[config.mk]
export PLATFORM = sky130hd
export DESIGN_NAME = gcd_and_primality_unit
export DESIGN_NICKNAME = d
export VERILOG_FILES = /design/src/hw/rtl/gap_pkg.sv /design/src/hw/rtl/gap_front.sv /design/src/hw/rtl/gap_fifo.sv /design/src/hw/rtl/gap_div.sv /design/src/hw/rtl/gap_back.sv /design/src/hw/rtl/gcd_and_primality_unit.sv
export SDC_FILE = /design/constraint.sdc
export NUM_CORES = 1
export LEC_CHECK = 0
export BUFFER_PORTS_ARGS = -buffer_cell sky130_fd_sc_hd__buf_2
export CORE_MARGIN = 4
export CORE_UTILIZATION = 50
export CTS_BUF_LIST = sky130_fd_sc_hd__clkbuf_8
export DETAILED_ROUTE_END_ITERATION = 16
export PLACE_DENSITY_LB_ADDON = 0.08
export SYNTH_ARGS = -nofsm -noshare
export SYNTH_HDL_FRONTEND = slang
export SYNTH_SLANG_ARGS = --single-unit
export TNS_END_PERCENT = 50
[constraint.sdc]
create_clock -name i_clk -period 5.65 [get_ports i_clk]
set_clock_uncertainty 0.1 [all_clocks]
set_input_delay 0.8475 -clock i_clk [delete_from_list [all_inputs] [get_ports i_clk]]
set_output_delay 0.8475 -clock i_clk [all_outputs]
set_load 0.005 [all_outputs]
[src/hw/rtl/gap_pkg.sv]
`timescale 1ns / 1ps
// ----------------------------------------------------------------------------
// gap_pkg: shared types and constants of the gcd and primality unit
// Item structs, queue command, divider request/response and back-end states.
// ----------------------------------------------------------------------------
package gap_pkg;

    // Operand width used for arithmetic; fields are sized by FIELD_W.
    localparam int DATA_WIDTH  = 32;
    localparam int FIELD_W     = 32;
    localparam int EXT_W       = (DATA_WIDTH > FIELD_W) ? DATA_WIDTH : FIELD_W;
    localparam int GCD_W       = 31;
    localparam int CNT_W       = $clog2(DATA_WIDTH + 1);
    localparam int QUEUE_DEPTH = 2;
    localparam int QPTR_W      = (QUEUE_DEPTH > 1) ? $clog2(QUEUE_DEPTH) : 1;
    localparam int QCNT_W      = $clog2(QUEUE_DEPTH + 1);

    localparam logic [DATA_WIDTH-1:0] FIRST_DIVISOR = DATA_WIDTH'(2);

    typedef struct packed {
        logic                      mode;
        logic signed [FIELD_W-1:0] first_operand;
        logic signed [FIELD_W-1:0] second_operand;
    } t_in_item;

    typedef struct packed {
        logic [GCD_W-1:0] gcd_value;
        logic             operand_error;
        logic             is_prime;
    } t_out_item;

    // Mode codes of the input item
    localparam logic MODE_GCD   = 1'b0;
    localparam logic MODE_PRIME = 1'b1;

    typedef enum logic [2:0] {
        CMD_FIXED = 3'b001,
        CMD_GCD   = 3'b010,
        CMD_PRIME = 3'b100
    } t_cmd_kind;

    // opa: dividend (larger gcd operand or tested value), opb: first divisor
    typedef struct packed {
        t_cmd_kind             kind;
        logic [DATA_WIDTH-1:0] opa;
        logic [DATA_WIDTH-1:0] opb;
        t_out_item             fixed_res;
    } t_cmd;

    typedef struct packed {
        logic                  start;
        logic [DATA_WIDTH-1:0] dividend;
        logic [DATA_WIDTH-1:0] divisor;
    } t_div_req;

    typedef struct packed {
        logic                  done;
        logic [DATA_WIDTH-1:0] quo;
        logic [DATA_WIDTH-1:0] rem;
    } t_div_rsp;

    typedef enum logic [2:0] {
        S_IDLE = 3'b001,
        S_DIV  = 3'b010,
        S_DONE = 3'b100
    } t_back_state;

endpackage

[src/hw/rtl/gap_front.sv]
`timescale 1ns / 1ps
// ----------------------------------------------------------------------------
// gap_front: input acceptance and classification
// Checks operand signs, orders gcd operands and resolves trivial items into
// a ready-made result before they enter the command queue.
// ----------------------------------------------------------------------------
module gap_front (
    input  gap_pkg::t_in_item i_in_data,
    input  logic              i_in_valid,
    output logic              o_in_ready,
    input  logic              i_full,
    output logic              o_push,
    output gap_pkg::t_cmd     o_cmd
);

    logic [gap_pkg::EXT_W-1:0]      ext_a;
    logic [gap_pkg::EXT_W-1:0]      ext_b;
    logic [gap_pkg::DATA_WIDTH-1:0] op_a;
    logic [gap_pkg::DATA_WIDTH-1:0] op_b;
    logic                           pos_a;
    logic                           pos_b;

    // Sign-extend, then keep the operand width
    assign ext_a = gap_pkg::EXT_W'(i_in_data.first_operand);
    assign ext_b = gap_pkg::EXT_W'(i_in_data.second_operand);
    assign op_a  = ext_a[gap_pkg::DATA_WIDTH-1:0];
    assign op_b  = ext_b[gap_pkg::DATA_WIDTH-1:0];
    assign pos_a = !op_a[gap_pkg::DATA_WIDTH-1] && (op_a != '0);
    assign pos_b = !op_b[gap_pkg::DATA_WIDTH-1] && (op_b != '0);

    assign o_in_ready = !i_full;
    assign o_push     = i_in_valid && !i_full;

    always_comb begin
        o_cmd           = '0;
        o_cmd.kind      = gap_pkg::CMD_FIXED;
        if (i_in_data.mode == gap_pkg::MODE_GCD) begin
            if (pos_a && pos_b) begin
                o_cmd.kind = gap_pkg::CMD_GCD;
                o_cmd.opa  = (op_a < op_b) ? op_b : op_a;
                o_cmd.opb  = (op_a < op_b) ? op_a : op_b;
            end else begin
                o_cmd.fixed_res.operand_error = 1'b1;
            end
        end else begin
            // values below two are never prime; the result stays all zero
            if (!op_a[gap_pkg::DATA_WIDTH-1] && (op_a >= gap_pkg::FIRST_DIVISOR)) begin
                o_cmd.kind = gap_pkg::CMD_PRIME;
                o_cmd.opa  = op_a;
                o_cmd.opb  = gap_pkg::FIRST_DIVISOR;
            end
        end
    end

endmodule

[src/hw/rtl/gap_fifo.sv]
`timescale 1ns / 1ps
// ----------------------------------------------------------------------------
// gap_fifo: command queue between front and back end
// Small register queue; push when not full, pop when not empty.
// ----------------------------------------------------------------------------
module gap_fifo (
    input  logic          i_clk,
    input  logic          i_rst_n,
    input  logic          i_push,
    input  gap_pkg::t_cmd i_cmd,
    input  logic          i_pop,
    output gap_pkg::t_cmd o_cmd,
    output logic          o_empty,
    output logic          o_full
);

    gap_pkg::t_cmd               r_mem [gap_pkg::QUEUE_DEPTH];
    logic [gap_pkg::QPTR_W-1:0]  r_wptr;
    logic [gap_pkg::QPTR_W-1:0]  r_rptr;
    logic [gap_pkg::QCNT_W-1:0]  r_count;
    logic [gap_pkg::QPTR_W-1:0]  n_wptr;
    logic [gap_pkg::QPTR_W-1:0]  n_rptr;
    logic [gap_pkg::QCNT_W-1:0]  n_count;
    logic                        do_push;
    logic                        do_pop;

    assign o_empty = (r_count == '0);
    assign o_full  = (r_count == gap_pkg::QCNT_W'(gap_pkg::QUEUE_DEPTH));
    assign do_push = i_push && !o_full;
    assign do_pop  = i_pop && !o_empty;
    assign o_cmd   = r_mem[r_rptr];

    always_comb begin
        n_wptr  = r_wptr;
        n_rptr  = r_rptr;
        n_count = r_count;
        if (do_push) begin
            n_wptr = (r_wptr == gap_pkg::QPTR_W'(gap_pkg::QUEUE_DEPTH - 1)) ? '0
                                                                          : r_wptr + 1'b1;
        end
        if (do_pop) begin
            n_rptr = (r_rptr == gap_pkg::QPTR_W'(gap_pkg::QUEUE_DEPTH - 1)) ? '0
                                                                          : r_rptr + 1'b1;
        end
        if (do_push && !do_pop) begin
            n_count = r_count + 1'b1;
        end else if (do_pop && !do_push) begin
            n_count = r_count - 1'b1;
        end
    end

    always_ff @(posedge i_clk) begin
        if (!i_rst_n) begin
            r_wptr  <= '0;
            r_rptr  <= '0;
            r_count <= '0;
        end else begin
            r_wptr  <= n_wptr;
            r_rptr  <= n_rptr;
            r_count <= n_count;
        end
    end

    always_ff @(posedge i_clk) begin
        if (do_push) begin
            r_mem[r_wptr] <= i_cmd;
        end
    end

    a_count_bound: assert property (@(posedge i_clk) disable iff (!i_rst_n)
        r_count <= gap_pkg::QCNT_W'(gap_pkg::QUEUE_DEPTH))
        else $error("command queue count past depth");

endmodule

[src/hw/rtl/gap_div.sv]
`timescale 1ns / 1ps
// ----------------------------------------------------------------------------
// gap_div: shared modulo engine
// Restoring radix-2 divider, one quotient bit per cycle; returns quotient
// and remainder with a one-cycle done pulse.
// ----------------------------------------------------------------------------
module gap_div (
    input  logic              i_clk,
    input  logic              i_rst_n,
    input  gap_pkg::t_div_req i_req,
    output gap_pkg::t_div_rsp o_rsp
);

    localparam int DW = gap_pkg::DATA_WIDTH;

    logic                        r_busy;
    logic                        r_done;
    logic [gap_pkg::CNT_W-1:0]   r_cnt;
    logic [DW-1:0]               r_rem;
    logic [DW-1:0]               r_quo;
    logic [DW-1:0]               r_dvs;
    logic [DW:0]                 trial;
    logic [DW-1:0]               n_rem;
    logic [DW-1:0]               n_quo;

    assign trial = {r_rem, r_quo[DW-1]} - {1'b0, r_dvs};

    always_comb begin
        if (!trial[DW]) begin
            n_rem = trial[DW-1:0];
            n_quo = {r_quo[DW-2:0], 1'b1};
        end else begin
            // restore: keep the shifted partial remainder
            n_rem = {r_rem[DW-2:0], r_quo[DW-1]};
            n_quo = {r_quo[DW-2:0], 1'b0};
        end
    end

    always_ff @(posedge i_clk) begin
        if (!i_rst_n) begin
            r_busy <= 1'b0;
            r_done <= 1'b0;
        end else begin
            r_done <= 1'b0;
            if (i_req.start) begin
                r_busy <= 1'b1;
            end else if (r_busy && (r_cnt == gap_pkg::CNT_W'(1))) begin
                r_busy <= 1'b0;
                r_done <= 1'b1;
            end
        end
    end

    always_ff @(posedge i_clk) begin
        if (i_req.start) begin
            r_rem <= '0;
            r_quo <= i_req.dividend;
            r_dvs <= i_req.divisor;
            r_cnt <= gap_pkg::CNT_W'(DW);
        end else if (r_busy) begin
            r_rem <= n_rem;
            r_quo <= n_quo;
            r_cnt <= r_cnt - 1'b1;
        end
    end

    assign o_rsp.done = r_done;
    assign o_rsp.quo  = r_quo;
    assign o_rsp.rem  = r_rem;

    a_start_idle: assert property (@(posedge i_clk) disable iff (!i_rst_n)
        i_req.start |-> !r_busy && !r_done)
        else $error("divider started while still working");

endmodule

[src/hw/rtl/gap_back.sv]
`timescale 1ns / 1ps
// ----------------------------------------------------------------------------
// gap_back: execution sequencer and output register
// Runs Euclid's remainder loop or trial division on the shared divider and
// holds each result in the output register until it is taken.
// ----------------------------------------------------------------------------
module gap_back (
    input  logic                i_clk,
    input  logic                i_rst_n,
    input  logic                i_empty,
    input  gap_pkg::t_cmd       i_cmd,
    output logic                o_pop,
    output gap_pkg::t_div_req   o_div_req,
    input  gap_pkg::t_div_rsp   i_div_rsp,
    output logic                o_out_valid,
    input  logic                i_out_ready,
    output gap_pkg::t_out_item  o_out_data
);

    localparam int DW = gap_pkg::DATA_WIDTH;

    gap_pkg::t_back_state r_state;
    gap_pkg::t_back_state n_state;
    gap_pkg::t_cmd_kind   r_kind;
    gap_pkg::t_cmd_kind   n_kind;
    logic [DW-1:0]        r_x;
    logic [DW-1:0]        n_x;
    logic [DW-1:0]        r_y;
    logic [DW-1:0]        n_y;
    logic                 r_start;
    logic                 n_start;
    gap_pkg::t_out_item   r_res;
    gap_pkg::t_out_item   n_res;
    logic                 r_out_valid;
    logic                 n_out_valid;
    gap_pkg::t_out_item   r_out_data;
    gap_pkg::t_out_item   n_out_data;

    always_comb begin
        n_state     = r_state;
        n_kind      = r_kind;
        n_x         = r_x;
        n_y         = r_y;
        n_start     = 1'b0;
        n_res       = r_res;
        n_out_valid = r_out_valid;
        n_out_data  = r_out_data;
        o_pop       = 1'b0;

        if (r_out_valid && i_out_ready) begin
            n_out_valid = 1'b0;
        end

        case (r_state)
            gap_pkg::S_IDLE: begin
                if (!i_empty) begin
                    o_pop  = 1'b1;
                    n_kind = i_cmd.kind;
                    n_x    = i_cmd.opa;
                    n_y    = i_cmd.opb;
                    n_res  = i_cmd.fixed_res;
                    if (i_cmd.kind == gap_pkg::CMD_FIXED) begin
                        n_state = gap_pkg::S_DONE;
                    end else begin
                        n_start = 1'b1;
                        n_state = gap_pkg::S_DIV;
                    end
                end
            end
            gap_pkg::S_DIV: begin
                if (i_div_rsp.done) begin
                    n_res = '0;
                    if (r_kind == gap_pkg::CMD_GCD) begin
                        if (i_div_rsp.rem == '0) begin
                            n_res.gcd_value = gap_pkg::GCD_W'(r_y);
                            n_state         = gap_pkg::S_DONE;
                        end else begin
                            // advance: divisor becomes dividend, remainder the divisor
                            n_x     = r_y;
                            n_y     = i_div_rsp.rem;
                            n_start = 1'b1;
                        end
                    end else begin
                        if (r_y > i_div_rsp.quo) begin
                            n_res.is_prime = 1'b1;
                            n_state        = gap_pkg::S_DONE;
                        end else if (i_div_rsp.rem == '0) begin
                            n_state = gap_pkg::S_DONE;
                        end else begin
                            n_y     = r_y + DW'(1);
                            n_start = 1'b1;
                        end
                    end
                end
            end
            gap_pkg::S_DONE: begin
                // hold until the output register is free
                if (!r_out_valid || i_out_ready) begin
                    n_out_valid = 1'b1;
                    n_out_data  = r_res;
                    n_state     = gap_pkg::S_IDLE;
                end
            end
            default: begin
                n_state = gap_pkg::S_IDLE;
            end
        endcase
    end

    always_ff @(posedge i_clk) begin
        if (!i_rst_n) begin
            r_state     <= gap_pkg::S_IDLE;
            r_start     <= 1'b0;
            r_out_valid <= 1'b0;
        end else begin
            r_state     <= n_state;
            r_start     <= n_start;
            r_out_valid <= n_out_valid;
        end
    end

    always_ff @(posedge i_clk) begin
        r_kind     <= n_kind;
        r_x        <= n_x;
        r_y        <= n_y;
        r_res      <= n_res;
        r_out_data <= n_out_data;
    end

    assign o_div_req.start    = r_start;
    assign o_div_req.dividend = r_x;
    assign o_div_req.divisor  = r_y;
    assign o_out_valid        = r_out_valid;
    assign o_out_data         = r_out_data;

    a_start_in_div: assert property (@(posedge i_clk) disable iff (!i_rst_n)
        r_start |-> (r_state == gap_pkg::S_DIV))
        else $error("divider start outside the divide state");

    a_done_in_div: assert property (@(posedge i_clk) disable iff (!i_rst_n)
        i_div_rsp.done |-> (r_state == gap_pkg::S_DIV))
        else $error("divider result with no operation waiting");

    a_result_shape: assert property (@(posedge i_clk) disable iff (!i_rst_n)
        r_out_valid |-> !(r_out_data.is_prime &&
                          (r_out_data.operand_error || (r_out_data.gcd_value != '0))))
        else $error("prime flag together with gcd fields");

endmodule

[src/hw/rtl/gcd_and_primality_unit.sv]
`timescale 1ns / 1ps
// ----------------------------------------------------------------------------
// gcd_and_primality_unit: gcd and trial-division primality on one divider
// Front end classifies items into a two-entry command queue; back end runs
// the remainder loops and presents one result per item.
// ----------------------------------------------------------------------------
//  channel | valid       | ready       | payload
//  --------+-------------+-------------+-------------------------------
//  input   | i_in_valid  | o_in_ready  | i_in_data  (mode, operands)
//  output  | o_out_valid | i_out_ready | o_out_data (gcd, error, prime)
//
//  Each division runs in the shared bit-serial divider.
//  Primality of v: up to floor(sqrt(v)) divisions; gcd error items and
//  values below two need no division.
//  Reset (synchronous, low) empties the queue and the output register.
//  Input stalls only when the queue is full; output stalls hold the result.
// ----------------------------------------------------------------------------
module gcd_and_primality_unit (
    input  logic               i_clk,
    input  logic               i_rst_n,
    input  logic               i_in_valid,
    output logic               o_in_ready,
    input  gap_pkg::t_in_item  i_in_data,
    output logic               o_out_valid,
    input  logic               i_out_ready,
    output gap_pkg::t_out_item o_out_data
);

    gap_pkg::t_cmd     push_cmd;
    gap_pkg::t_cmd     head_cmd;
    logic              push;
    logic              pop;
    logic              q_empty;
    logic              q_full;
    gap_pkg::t_div_req div_req;
    gap_pkg::t_div_rsp div_rsp;

    gap_front u_front (
        .i_in_data  (i_in_data),
        .i_in_valid (i_in_valid),
        .o_in_ready (o_in_ready),
        .i_full     (q_full),
        .o_push     (push),
        .o_cmd      (push_cmd)
    );

    gap_fifo u_fifo (
        .i_clk   (i_clk),
        .i_rst_n (i_rst_n),
        .i_push  (push),
        .i_cmd   (push_cmd),
        .i_pop   (pop),
        .o_cmd   (head_cmd),
        .o_empty (q_empty),
        .o_full  (q_full)
    );

    gap_div u_div (
        .i_clk   (i_clk),
        .i_rst_n (i_rst_n),
        .i_req   (div_req),
        .o_rsp   (div_rsp)
    );

    gap_back u_back (
        .i_clk       (i_clk),
        .i_rst_n     (i_rst_n),
        .i_empty     (q_empty),
        .i_cmd       (head_cmd),
        .o_pop       (pop),
        .o_div_req   (div_req),
        .i_div_rsp   (div_rsp),
        .o_out_valid (o_out_valid),
        .i_out_ready (i_out_ready),
        .o_out_data  (o_out_data)
    );

endmodule
---- Word-level counts from Yosys, hierarchy flattened ----
Memory sizes are Yosys's and may differ from the RTL's. A register that Yosys moved wholly into a read port is not among the register bits.
Cells that the tools add are included.
word-level totals
  bits in registers ....................... 246
  latch bits .............................. 0
  RAM bits ................................ 136
  ROM bits ................................ 0
  output and inout bits ................... 35
  word-level logic and storage cells ...... 142
  memories ................................ 1
memories
  memory        words  bits a word  rd ports  clocked after Yosys merged registers in  wr ports  line            text
  u_fifo.r_mem  2      68           1         1                                        1         gap_fifo.sv:17  gap_pkg::t_cmd r_mem [gap_pkg::QUEUE_DEPTH];
operators by class
  add/sub/neg operators ................... 7
  multiply operators ...................... 0
  divide/modulo/power cells ............... 0
  magnitude comparators ................... 3
  equality and inequality tests ........... 13
  shift-type cells ........................ 0
  multiplexer cells ....................... 61
  bitwise gates (word level) .............. 2
  reductions and logical operators ........ 34
operators with widths
  operator                                                            number
  two-way mux 32 bit                                                  15
  two-way mux 67 bit                                                  2
  one-hot mux 32 bit (2 select lines)                                 2
  two-way mux 33 bit                                                  2
  two-way mux 66 bit                                                  1
  one-hot mux 33 bit (2 select lines)                                 1
  nonzero test 32 bit                                                 2
  two-way mux 31 bit                                                  2
  subtractor 33 x 32 -> 33 bit                                        1
  adder 32 x 1 -> 32 bit, second input constant                       1
  greater-or-equal comparator 32 x 2 -> 1 bit, second input constant  1
  greater-than comparator 32 bit                                      1
  zero test 32 bit                                                    1
  < comparator 32 bit                                                 1
  two-way mux 1 bit                                                   25
  two-way mux 3 bit                                                   7
  logical AND 1 bit                                                   11
  AND reduction 5 bit                                                 2
  one-hot mux 3 bit (3 select lines)                                  1
  nonzero test 2 bit                                                  4
  zero test 1 bit                                                     7
  equality test 3 x 1 -> 1 bit, second input constant                 2
  equality test 3 x 2 -> 1 bit, second input constant                 2
  equality test 6 x 1 -> 1 bit, second input constant                 1
  other kinds (17)                                                    25

---- Logic depth before layout (Yosys ltp) ----
Gate-level depths: netlist (run 1).
  word-level depth ........................ 8
  depth in mapped cells ................... 13
  mapped depth without buffers ............ 12

---- By module ----
A second synthesis (run 1) with hierarchy kept.
unflattened totals
  cells, all modules ...................... 1889
  area total of the unflattened synthesis .. 22700.5 um^2
by module, submodules not included
  module     times used  cells an instance  area each (um^2)  sequential area each (um^2)
  gap_fifo   1           336                7445.9            6105.9
  gap_back   1           641                7130.6            4093.9
  gap_div    1           624                6114.6            2722.6
  gap_front  1           288                2009.4            0.0

---- Worst setup path after synthesis (run 1) ----
OpenSTA, ideal clock, no wires.
  path kind ............................... input -> register
  start ................................... input i_in_valid
  end ..................................... memory u_fifo.r_mem[0][0] (netlist bit) (enable)
  arrival time ............................ 3.776 ns
  data required time ...................... 5.056 ns
  setup slack ............................. 1.280 ns
  stages .................................. 2
  cells stage by stage .................... nand2_1 nor2_1
between the ends
  word-level cells in the longest chain between the ends .. 4
ends and longest elaborated chain
  element                                  line                          text
  from (decl)                              gcd_and_primality_unit.sv:21  input logic i_in_valid,
  logical AND 1 bit                        gap_front.sv:32               assign o_push = i_in_valid && !i_full;
  logical AND 1 bit                        gap_fifo.sv:29                assign do_push = i_push && !o_full;
  two-way mux 1 bit                        gap_fifo.sv:65                if (do_push) begin
  two-way mux 1 bit (implied by the code)  gap_fifo.sv:66                r_mem[r_wptr] <= i_cmd;
  to (decl)                                gap_fifo.sv:17
No other way between the ends.

---- Worst setup path after layout (run 1) ----
  start ................................... register u_div.r_quo[31]
  end ..................................... register u_div.r_rem[25]
between the ends
  word-level cells in the longest chain between the ends .. 2
ends and longest elaborated chain
  element                       line           text
  from (decl)                   gap_div.sv:20  logic [DW-1:0] r_quo;
  from (signal assigned)        gap_div.sv:57  r_quo <= i_req.dividend;
  from (signal assigned)        gap_div.sv:62  r_quo <= n_quo;
  subtractor 33 x 32 -> 33 bit  gap_div.sv:26  assign trial = {r_rem, r_quo[DW-1]} - {1'b0, r_dvs};
  two-way mux 32 bit            gap_div.sv:29  if (!trial[DW]) begin
  to (signal assigned)          gap_div.sv:61  r_rem <= n_rem;
  to (decl)                     gap_div.sv:19  logic [DW-1:0] r_rem;
No other way between the ends.
A chain may end at the register's enable or synchronous reset.

==> results.md, run 1 <==
* Run status: finished, final reports clean
* Sequential-to-total area share from yosys stat at 56.7%
* Total CTS buffers at 67
* Clock Sink Count at 383
* WS Path Type: reg2reg
* Number of failing setup endpoints in the final timing report at 0
* Crit. End Element: flip-flop
* Final max-slew violation count at 0
* End point of the critical path: u_div.r_rem[25]
* Worst IR Drop VDD at 0.280 mV
* Number of design rule violations left after detail routing at 0
* Die Y-Extent at 205 um
* Gp weighted congestion at 0.852
* Total of warnings raised by yosys at 0
* Post-Synthesis Cell Area at 19,400 um^2
* Critical-path cell list: inv_1 > ha_1 > fa_1 > nand2b_1 > a21oi_1 > o21ai_1 > a21oi_2 > o31a_1 > nand3_4 > or3_1 > a311oi_2
* Core region area at 37,900 um^2
* Number of antenna violations at the first check in global routing at 1
* Cell type of the slowest stage on the worst timing path: sky130_fd_sc_hd__or3_1
* Largest net degree at the start of global routing at 101
* Effective utilization at floorplan at 51.1%
* Switching power at 4.25 mW
* Crit path launch: u_div.r_quo[31]
* Aggregate global-route resource usage at 22.4%
* Global-route wire length before repair at 73,400 um
* Highest clock rate at 266 MHz
* Arr. time, crit path at 4150 ps
* Post-cts sizing count at 0
* Actual slew at the worst max-slew pin at 1020 ps
* Adder and majority gate portion of the synthesized area at 6.49%
* H-tree levels at 3
* Buffer count from post-CTS setup fixing at 0
* Setup_tns at 0 ps
* Ranking of synthesized cells by area: sky130_fd_sc_hd__edfxtp_1, sky130_fd_sc_hd__ha_1, sky130_fd_sc_hd__dfxtp_1
* Avg Inst Size Synth at 11.5 um^2
* Clk network pwr share at 22.2%
* Via count of the first global-routing pass at 12,900
* Launching element type of the critical path: flip-flop
* Shortest clock period the worst path allows after layout at 3750 ps
* Number of maximum-capacitance violations at 0
* Number of filler instances in the final layout at 3,289
* Setup slack of the worst register-to-register path at 1900 ps
* Power density over the cells at 523 nW/um^2
* Multiplexer share of the synthesized area at 4.49%
* Part of the total power dissipated in combinational logic at 34.5%
* Worst path setup slack after routing at 1900 ps
* Ratio of final minimum period to clock period at 66.4%
* Area fraction in compound gates after synthesis at 14.0%
* Number of iterations in the first detailed-routing pass at 7
* Final core utilization at 57.3%
* Total via count after detailed routing at 13,400
* Clock tree from TritonCTS: built
* Multi-input gate area in the final layout at 7670 um^2
* Register area at 11,000 um^2
* Int Pwr at 7.13 mW
* Area share of the largest cell type after synthesis at 51.6%
* Post-synthesis register bit count at 383
* Async SR Flop Fraction at 0%
* XOR/XNOR Fraction of Synth Area at 2.62%
* Fraction of layout cells with a size suffix above 1 at 13.6%
* Worst slack at placement at 1450 ps
* Final worst hold slack at 318 ps
* Largest family of logic cells by synthesized area: compound AO/OA/AOI/OAI gates
* Vias/cell at 5.64
* Aggregate routed wire length at 46,400 um
* Data required, critical path at 6050 ps
* # nets final at 1,974
* Worst path bufs/invs at 1
* Die footprint at 42,000 um^2
* RSZ-0062 raised after global routing: false
* Cell area after placement at 20,400 um^2
* Global route total overflow at 0
* Share of power burned in registers at 43.3%
* Cell count after synthesis at 1,691
* Source-to-sink clock delay at the later pin of the worst-skew pair at 610 ps
* Slowest stage delay, CP at 580 ps
* Top FF cell, synth: sky130_fd_sc_hd__edfxtp_1
* FF-to-FF End: u_div.r_rem[25]
* Placed wire-length estimate after detailed placement at 32,500 um
* CTS root buffer: sky130_fd_sc_hd__clkbuf_8
* Placement Rows at 71
* Relative area change from synthesis to final layout at 12.1%
* Number of flops mapped to enable cells by yosys at 333
* Cell class contributing the biggest share of worst-path delay: simple AND/OR/NAND/NOR gates
* Antenna viol nets, final at 0
* Final design area excluding fillers at 21,700 um^2
* Number of design-rule violations left by the first detailed-router iteration at 976
* Io pins at 104
* Worst Reg-to-Reg Cells at 11
* DR WL/cell at 19.6 um
* Buffer depth of the longest clock path at 3
* Die extent in x at 205 um
* Type of the most critical hold path: reg2reg
* Hold violation count in the final report at 0
* Fraction of the mapped netlist area in simple logic gates at 11.6%
* Crit path depth at 11
* Most area-hungry cell type in the Yosys netlist: sky130_fd_sc_hd__edfxtp_1
* Net Sw Frac at 37.4%
* Clock-pin transition on the worst setup and hold timing paths at 60 ps
* Max-Slew Margin vs Limit at 32.0%
* Start of the worst register-to-register path: u_div.r_quo[31]
* Synth unique cells at 70
* Port-buffer cells at 103
* Highest net fanout along the worst path at 51
* Number of hold buffers added after CTS at 0
* Leak pwr at 8.35 nW
[layout by cell type, fill, tap and decap left out, types with 5 or more instances in the layout]
cell,synthesis,routed
sky130_fd_sc_hd__o21ai_0,110,110
sky130_fd_sc_hd__o211ai_1,21,21
sky130_fd_sc_hd__and3_1,16,15
sky130_fd_sc_hd__o21a_1,7,7
sky130_fd_sc_hd__clkinv_1,1,10
sky130_fd_sc_hd__nand3_1,53,53
sky130_fd_sc_hd__nor3_1,17,17
sky130_fd_sc_hd__buf_4,2,17
sky130_fd_sc_hd__a211oi_1,38,38
sky130_fd_sc_hd__nor4_1,26,25
sky130_fd_sc_hd__or3_1,13,13
sky130_fd_sc_hd__nor2_1,99,98
sky130_fd_sc_hd__nand2_1,133,133
sky130_fd_sc_hd__dfxtp_1,50,47
sky130_fd_sc_hd__a22o_1,31,31
sky130_fd_sc_hd__a211oi_2,8,8
sky130_fd_sc_hd__ha_1,99,99
sky130_fd_sc_hd__edfxtp_1,333,333
sky130_fd_sc_hd__mux2i_1,79,79
sky130_fd_sc_hd__clkbuf_8,0,78
sky130_fd_sc_hd__nand2b_1,16,16
sky130_fd_sc_hd__o21ai_1,11,10
sky130_fd_sc_hd__mux2_2,5,5
sky130_fd_sc_hd__buf_2,4,103
sky130_fd_sc_hd__clkinv_2,0,10
sky130_fd_sc_hd__nor2b_1,7,5
sky130_fd_sc_hd__a21oi_1,78,78
sky130_fd_sc_hd__xnor2_1,24,24
sky130_fd_sc_hd__and2_1,36,36
sky130_fd_sc_hd__a21o_1,32,32
sky130_fd_sc_hd__inv_1,116,135
sky130_fd_sc_hd__a31oi_1,8,8
sky130_fd_sc_hd__xor2_1,34,34
sky130_fd_sc_hd__nand4_1,24,24
sky130_fd_sc_hd__o31ai_1,31,30
[cell usage after synthesis (36+ instances only)]
cell type	count
sky130_fd_sc_hd__a21oi_1	78
sky130_fd_sc_hd__mux2i_1	79
sky130_fd_sc_hd__nor2_1	99
sky130_fd_sc_hd__ha_1	99
sky130_fd_sc_hd__inv_1	116
sky130_fd_sc_hd__nand3_1	53
sky130_fd_sc_hd__and2_1	36
sky130_fd_sc_hd__clkbuf_1	60
sky130_fd_sc_hd__a211oi_1	38
sky130_fd_sc_hd__nand2_1	133
sky130_fd_sc_hd__edfxtp_1	333
sky130_fd_sc_hd__dfxtp_1	50
sky130_fd_sc_hd__o21ai_0	110
[per-stage QoR]
stage	instances	power (mW)
after global placement	2247	8.81
after floorplan	1694	7.75
after detailed placement	2247	8.89
final	2369	11.4
after CTS	2368	11.5
after global routing	2369	12.2
[how the worst min path moves through the flow]
stage | startpoint | to | slack, ps | depth (start not counted)
after CTS | u_back.r_res[12] | u_back.o_out_data[12] | 320 | 0
after detailed placement | u_back.r_res[4] | u_back.o_out_data[4] | 310 | 0
final | u_back.r_res[12] | u_back.o_out_data[12] | 320 | 0
after floorplan | u_back.r_res[0] | u_back.o_out_data[0] | 300 | 0
after global placement | u_back.r_res[17] | u_back.o_out_data[17] | 300 | 0
after global routing | u_back.r_res[3] | u_back.o_out_data[3] | 320 | 0
[cell families (layout without fill, tap and decap cells)]
logic type	after synthesis	after routing
mux	86	86
buf+inv	195	358
flops	383	383
xor+xnor	58	58
other cells	1	5
simple gates	459	459
fa+ha+maj	100	100
compound gates	409	409
[power groups by stage]
stage	logic, mW	clock network (mW)	registers [mW]
finish	3.92	2.53	4.93
global route	4.42	2.73	5.03
CTS	3.94	2.59	4.93
detailed placement	3.91	0	4.98
global placement	3.84	0	4.96
floorplan	3.11	0	4.64
[final cells by class]
cell class                      instances  area share (%)
Antenna cell                            1          0.0115
Clock buffer                           78            4.94
Clock inverter                         43            1.20
Inverter                              117            2.02
Multi-Input combinational cell       1116            35.3
Sequential cell                       383            50.7
Tap cell                              511            2.94
Timing Repair Buffer                  120            2.96
[registers in the layout, indices dropped and copies added, names as in the netlist, 2 cells and up, named ones only]
signal and flops:
u_back.o_out_data 33, u_back.r_kind 3, u_back.r_res 33, u_back.r_state 3, u_back.r_x 32, u_back.r_y 32, u_div.r_cnt 6, u_div.r_dvs 32
u_div.r_quo 32, u_div.r_rem 32, u_fifo.r_count 2, u_fifo.r_mem 136
[routing by layer]
| layer | global-route usage [%] | wire length [um] |
|---|---|---|
| met5 | 0 | 0 |
| met4 | 6.20 | 1040 |
| met3 | 3.47 | 2250 |
| met2 | 33.8 | 20300 |
| met1 | 33.9 | 22800 |
Power figures use the tool's default switching activity.
==> run 2: changes to the inputs <==
--- a/config.mk
+++ b/config.mk
@@ -5,6 +5,7 @@
 export SDC_FILE = /design/constraint.sdc
 export NUM_CORES = 1
 export LEC_CHECK = 0
+export ABC_AREA = 1
 export BUFFER_PORTS_ARGS = -buffer_cell sky130_fd_sc_hd__buf_2
 export CORE_MARGIN = 4
 export CORE_UTILIZATION = 50
==> constraint.sdc (replaced) <==
create_clock -name i_clk -period 3.7 [get_ports i_clk]
set_clock_uncertainty 0.1 [all_clocks]
set_input_delay 0.555 -clock i_clk [delete_from_list [all_inputs] [get_ports i_clk]]
set_output_delay 0.555 -clock i_clk [all_outputs]
set_load 0.005 [all_outputs]
==> results.md, run 2 <==
* Multiplexer share of the synthesized area at 0% (was 4.49%)
* Start of the worst register-to-register path: u_div.r_rem[4] (was u_div.r_quo[31])
* Final core utilization at 56.7% (was 57.3%)
* Hold violation count in the final report at 0 (unchanged)
* Final worst hold slack at 126 ps (was 318 ps)
* Sequential-to-total area share from yosys stat at 51.9% (was 56.7%)
* Number of antenna cells inserted at 0 (was 1)
* Number of hold buffers added after CTS at 0 (unchanged)
* Number of antenna violations at the first check in global routing at 0 (was 1)
* Vias/cell at 5.39 (was 5.64)
* Count of cells along the worst hold path at 2 (was 0)
* Highest net fanout along the worst path at 11 (was 51)
* Number of failing setup endpoints in the final timing report at 0 (unchanged)
* Most common cell after layout, fill and taps aside: sky130_fd_sc_hd__nand2_1 (was sky130_fd_sc_hd__edfxtp_1)
* Async SR Flop Fraction at 0% (unchanged)
* Number of maximum-capacitance violations at 0 (unchanged)
* Adder and majority gate portion of the synthesized area at 5.94% (was 6.49%)
* End point of the critical path: u_back.r_res[28] (was u_div.r_rem[25])
* Fraction of the mapped netlist area in simple logic gates at 26.7% (was 11.6%)
* Launching element type of the critical path: flip-flop (unchanged)
* Final max-slew violation count at 0 (unchanged)
* Run status: finished, final reports clean (unchanged)
* Ranking of synthesized cells by area: sky130_fd_sc_hd__edfxtp_1, sky130_fd_sc_hd__nand2_1, sky130_fd_sc_hd__inv_1 (was sky130_fd_sc_hd__edfxtp_1, sky130_fd_sc_hd__ha_1, sky130_fd_sc_hd__dfxtp_1)
* Largest reg by FF count: u_fifo.r_mem (unchanged)
* Largest net degree at the start of global routing at 117 (was 101)
* Power density over the cells at 661 nW/um^2 (was 523 nW/um^2)
* Number of flops mapped to enable cells by yosys at 333 (unchanged)
* Ratio of final minimum period to clock period at 80.8% (was 66.4%)
* # nets final at 2,815 (was 1,974)
* Worst Reg-to-Reg Cells at 5 (was 11)
* Arr. time, crit path at 3270 ps (was 4150 ps)
* Clock tree from TritonCTS: built (unchanged)
* Post-cts sizing count at 0 (unchanged)
* Die Y-Extent at 214 um (was 205 um)
* Area fraction in compound gates after synthesis at 6.88% (was 14.0%)
* Most area-hungry cell type in the Yosys netlist: sky130_fd_sc_hd__edfxtp_1 (unchanged)
* Placement Rows at 75 (was 71)
* Global route total overflow at 0 (unchanged)
* Io pins at 104 (unchanged)
* Aggregate global-route resource usage at 28.0% (was 22.4%)
* Worst IR Drop VDD at 0.367 mV (was 0.280 mV)
* Clock-pin transition on the worst setup and hold timing paths at 60 ps (about the same)
* Number of design-rule violations left by the first detailed-router iteration at 1,650 (was 976)
* FF-to-FF End: u_back.r_res[28] (was u_div.r_rem[25])
* RSZ-0062 raised after global routing: false (unchanged)
* XOR/XNOR Fraction of Synth Area at 0.826% (was 2.62%)
* Die footprint at 45,700 um^2 (was 42,000 um^2)
* Fraction of layout cells with a size suffix above 1 at 11.8% (was 13.6%)
* Max-Slew Margin vs Limit at 35.4% (was 32.0%)
* Via count of the first global-routing pass at 16,600 (was 12,900)
* Core region area at 41,900 um^2 (was 37,900 um^2)
* Leak pwr at 10.9 nW (was 8.35 nW)
* DR WL/cell at 19.8 um (was 19.6 um)
* Clock Sink Count at 383 (unchanged)
* Shortest clock period the worst path allows after layout at 2990 ps (was 3750 ps)
* Die extent in x at 214 um (was 205 um)
* Buffer count from post-CTS setup fixing at 0 (unchanged)
* Buffer depth of the longest clock path at 3 (unchanged)
* Highest clock rate at 334 MHz (was 266 MHz)
* Post-synthesis register bit count at 383 (unchanged)
* Number of filler instances in the final layout at 3,906 (was 3,289)
* Gp weighted congestion at 0.940 (was 0.852)
* Top cell types by occurrence after synthesis: sky130_fd_sc_hd__nand2_1, sky130_fd_sc_hd__inv_1, sky130_fd_sc_hd__edfxtp_1, sky130_fd_sc_hd__nor2_1, sky130_fd_sc_hd__nand3_1 (was sky130_fd_sc_hd__edfxtp_1, sky130_fd_sc_hd__nand2_1, sky130_fd_sc_hd__inv_1, sky130_fd_sc_hd__o21ai_0)
* Setup slack of the worst register-to-register path at 710 ps (was 1900 ps)
* Post-Synthesis Cell Area at 21,200 um^2 (was 19,400 um^2)
* Power after layout at 15.7 mW (was 11.4 mW)
* Type of the most critical hold path: in2reg (was reg2reg)
* Number of design rule violations left after detail routing at 0 (unchanged)
* Synth unique cells at 51 (was 70)
* Actual slew at the worst max-slew pin at 969 ps (was 1020 ps)
* Port-buffer cells at 103 (unchanged)
* Avg Inst Size Synth at 8.47 um^2 (was 11.5 um^2)
* Worst slack at placement at 599 ps (was 1450 ps)
* Cell count after synthesis at 2,502 (was 1,691)
* Number of flip-flops in the largest register at 136 (unchanged)
* Placed cell count at 3,116 (was 2,247)
* Global-route wire length before repair at 97,700 um (was 73,400 um)
* Largest family of logic cells by synthesized area: simple AND/OR/NAND/NOR gates (was compound AO/OA/AOI/OAI gates)
* Relative area change from synthesis to final layout at 12.2% (was 12.1%)
* Total of warnings raised by yosys at 0 (unchanged)
* Source-to-sink clock delay at the later pin of the worst-skew pair at 630 ps (was 610 ps)
* Effective utilization at floorplan at 50.5% (was 51.1%)
* Number of iterations in the first detailed-routing pass at 6 (was 7)
* Placed wire-length estimate after detailed placement at 48,000 um (was 32,500 um)
* Total CTS buffers at 67 (unchanged)
* Total via count after detailed routing at 17,500 (was 13,400)
* Worst path setup slack after routing at 710 ps (was 1900 ps)
* Top FF cell, synth: sky130_fd_sc_hd__edfxtp_1 (unchanged)
* Crit. End Element: flip-flop (unchanged)
* Area share of the largest cell type after synthesis at 47.2% (was 51.6%)
* Cell with the most instances after synthesis: sky130_fd_sc_hd__nand2_1 (was sky130_fd_sc_hd__edfxtp_1)
* Crit path launch: u_div.r_rem[4] (was u_div.r_quo[31])
* Aggregate routed wire length at 63,900 um (was 46,400 um)
* Data required, critical path at 3980 ps (was 6050 ps)
* WS Path Type: reg2reg (unchanged)
* H-tree levels at 3 (unchanged)
* Commonest cells after routing, fill and taps aside: sky130_fd_sc_hd__nand2_1, sky130_fd_sc_hd__inv_1, sky130_fd_sc_hd__edfxtp_1, sky130_fd_sc_hd__nor2_1, sky130_fd_sc_hd__nand3_1 (was sky130_fd_sc_hd__edfxtp_1, sky130_fd_sc_hd__inv_1, sky130_fd_sc_hd__nand2_1, sky130_fd_sc_hd__o21ai_0, sky130_fd_sc_hd__buf_2)
* CTS root buffer: sky130_fd_sc_hd__clkbuf_8 (unchanged)
* Antenna viol nets, final at 0 (unchanged)
* Final standard cell count with taps included and fillers excluded at 3,236 (was 2,369)
## run 2: critical path, cell delays in order (launching register included)
cell	delay (ps)
sky130_fd_sc_hd__dfxtp_1	410
sky130_fd_sc_hd__nor4_1	490
sky130_fd_sc_hd__nand4_1	320
sky130_fd_sc_hd__nor2_1	410
sky130_fd_sc_hd__nand3_1	520
sky130_fd_sc_hd__nor2_1	480
## run 2: area by class of cell
type                       instances  area (um^2)  share of cell area, %
clock buffer                      72          991                   4.17
clock inverter                    48          320                   1.35
inverter                         343         1290                   5.42
sequential                       383        11000                   46.3
tap                              539          674                   2.84
timing repair buffer             149          911                   3.83
multi-input combinational       1702         8590                   36.1
## run 2: worst min path at each step
stage          slack, ps              from                    end
3_3_place_gp         300  u_back.r_res[31]  u_back.o_out_data[31]
5_1_grt              130           i_rst_n      u_back.r_state[0]
4_1_cts               80           i_rst_n      u_back.r_state[0]
6_report             130           i_rst_n      u_back.r_state[0]
2_1_floorplan        300   u_back.r_res[0]   u_back.o_out_data[0]
3_5_place_dp         300  u_back.r_res[18]  u_back.o_out_data[18]
## run 2: per-layer routing
layer / share of wire [%] / vias up / track usage (%)
met5: 0 / - / 0
met4: 3.3 / 0 / 9.71
met3: 6.6 / 127 / 4.07
met2: 46 / 657 / 44.2
met1: 44 / 8152 / 39.8
li1: - / 8522 / -
## run 2: cells by family (layout without fill, tap and decap cells)
group / count (synthesis) / count (layout)
fa+ha+maj: 100 / 100
xor+xnor: 20 / 20
simple gates: 1317 / 1317
flops: 383 / 383
other cells: 1 / 4
buf+inv: 420 / 612
compound gates: 261 / 261
## run 2: through the flow
| stage | area (um^2) | TNS (ps) |
|---|---|---|
| final | 23800 | 0 |
| after global routing | 23800 | 0 |
| after CTS | 23800 | 0 |
| after detailed placement | 22500 | 0 |
| after global placement | 22500 | 0 |
| after floorplan | 21200 | -26000 |
## run 2: report_power, final
part,switching [mW],internal (mW)
Combinational,3.62,1.46
Clock,1.76,2.08
Sequential,0.570,6.22
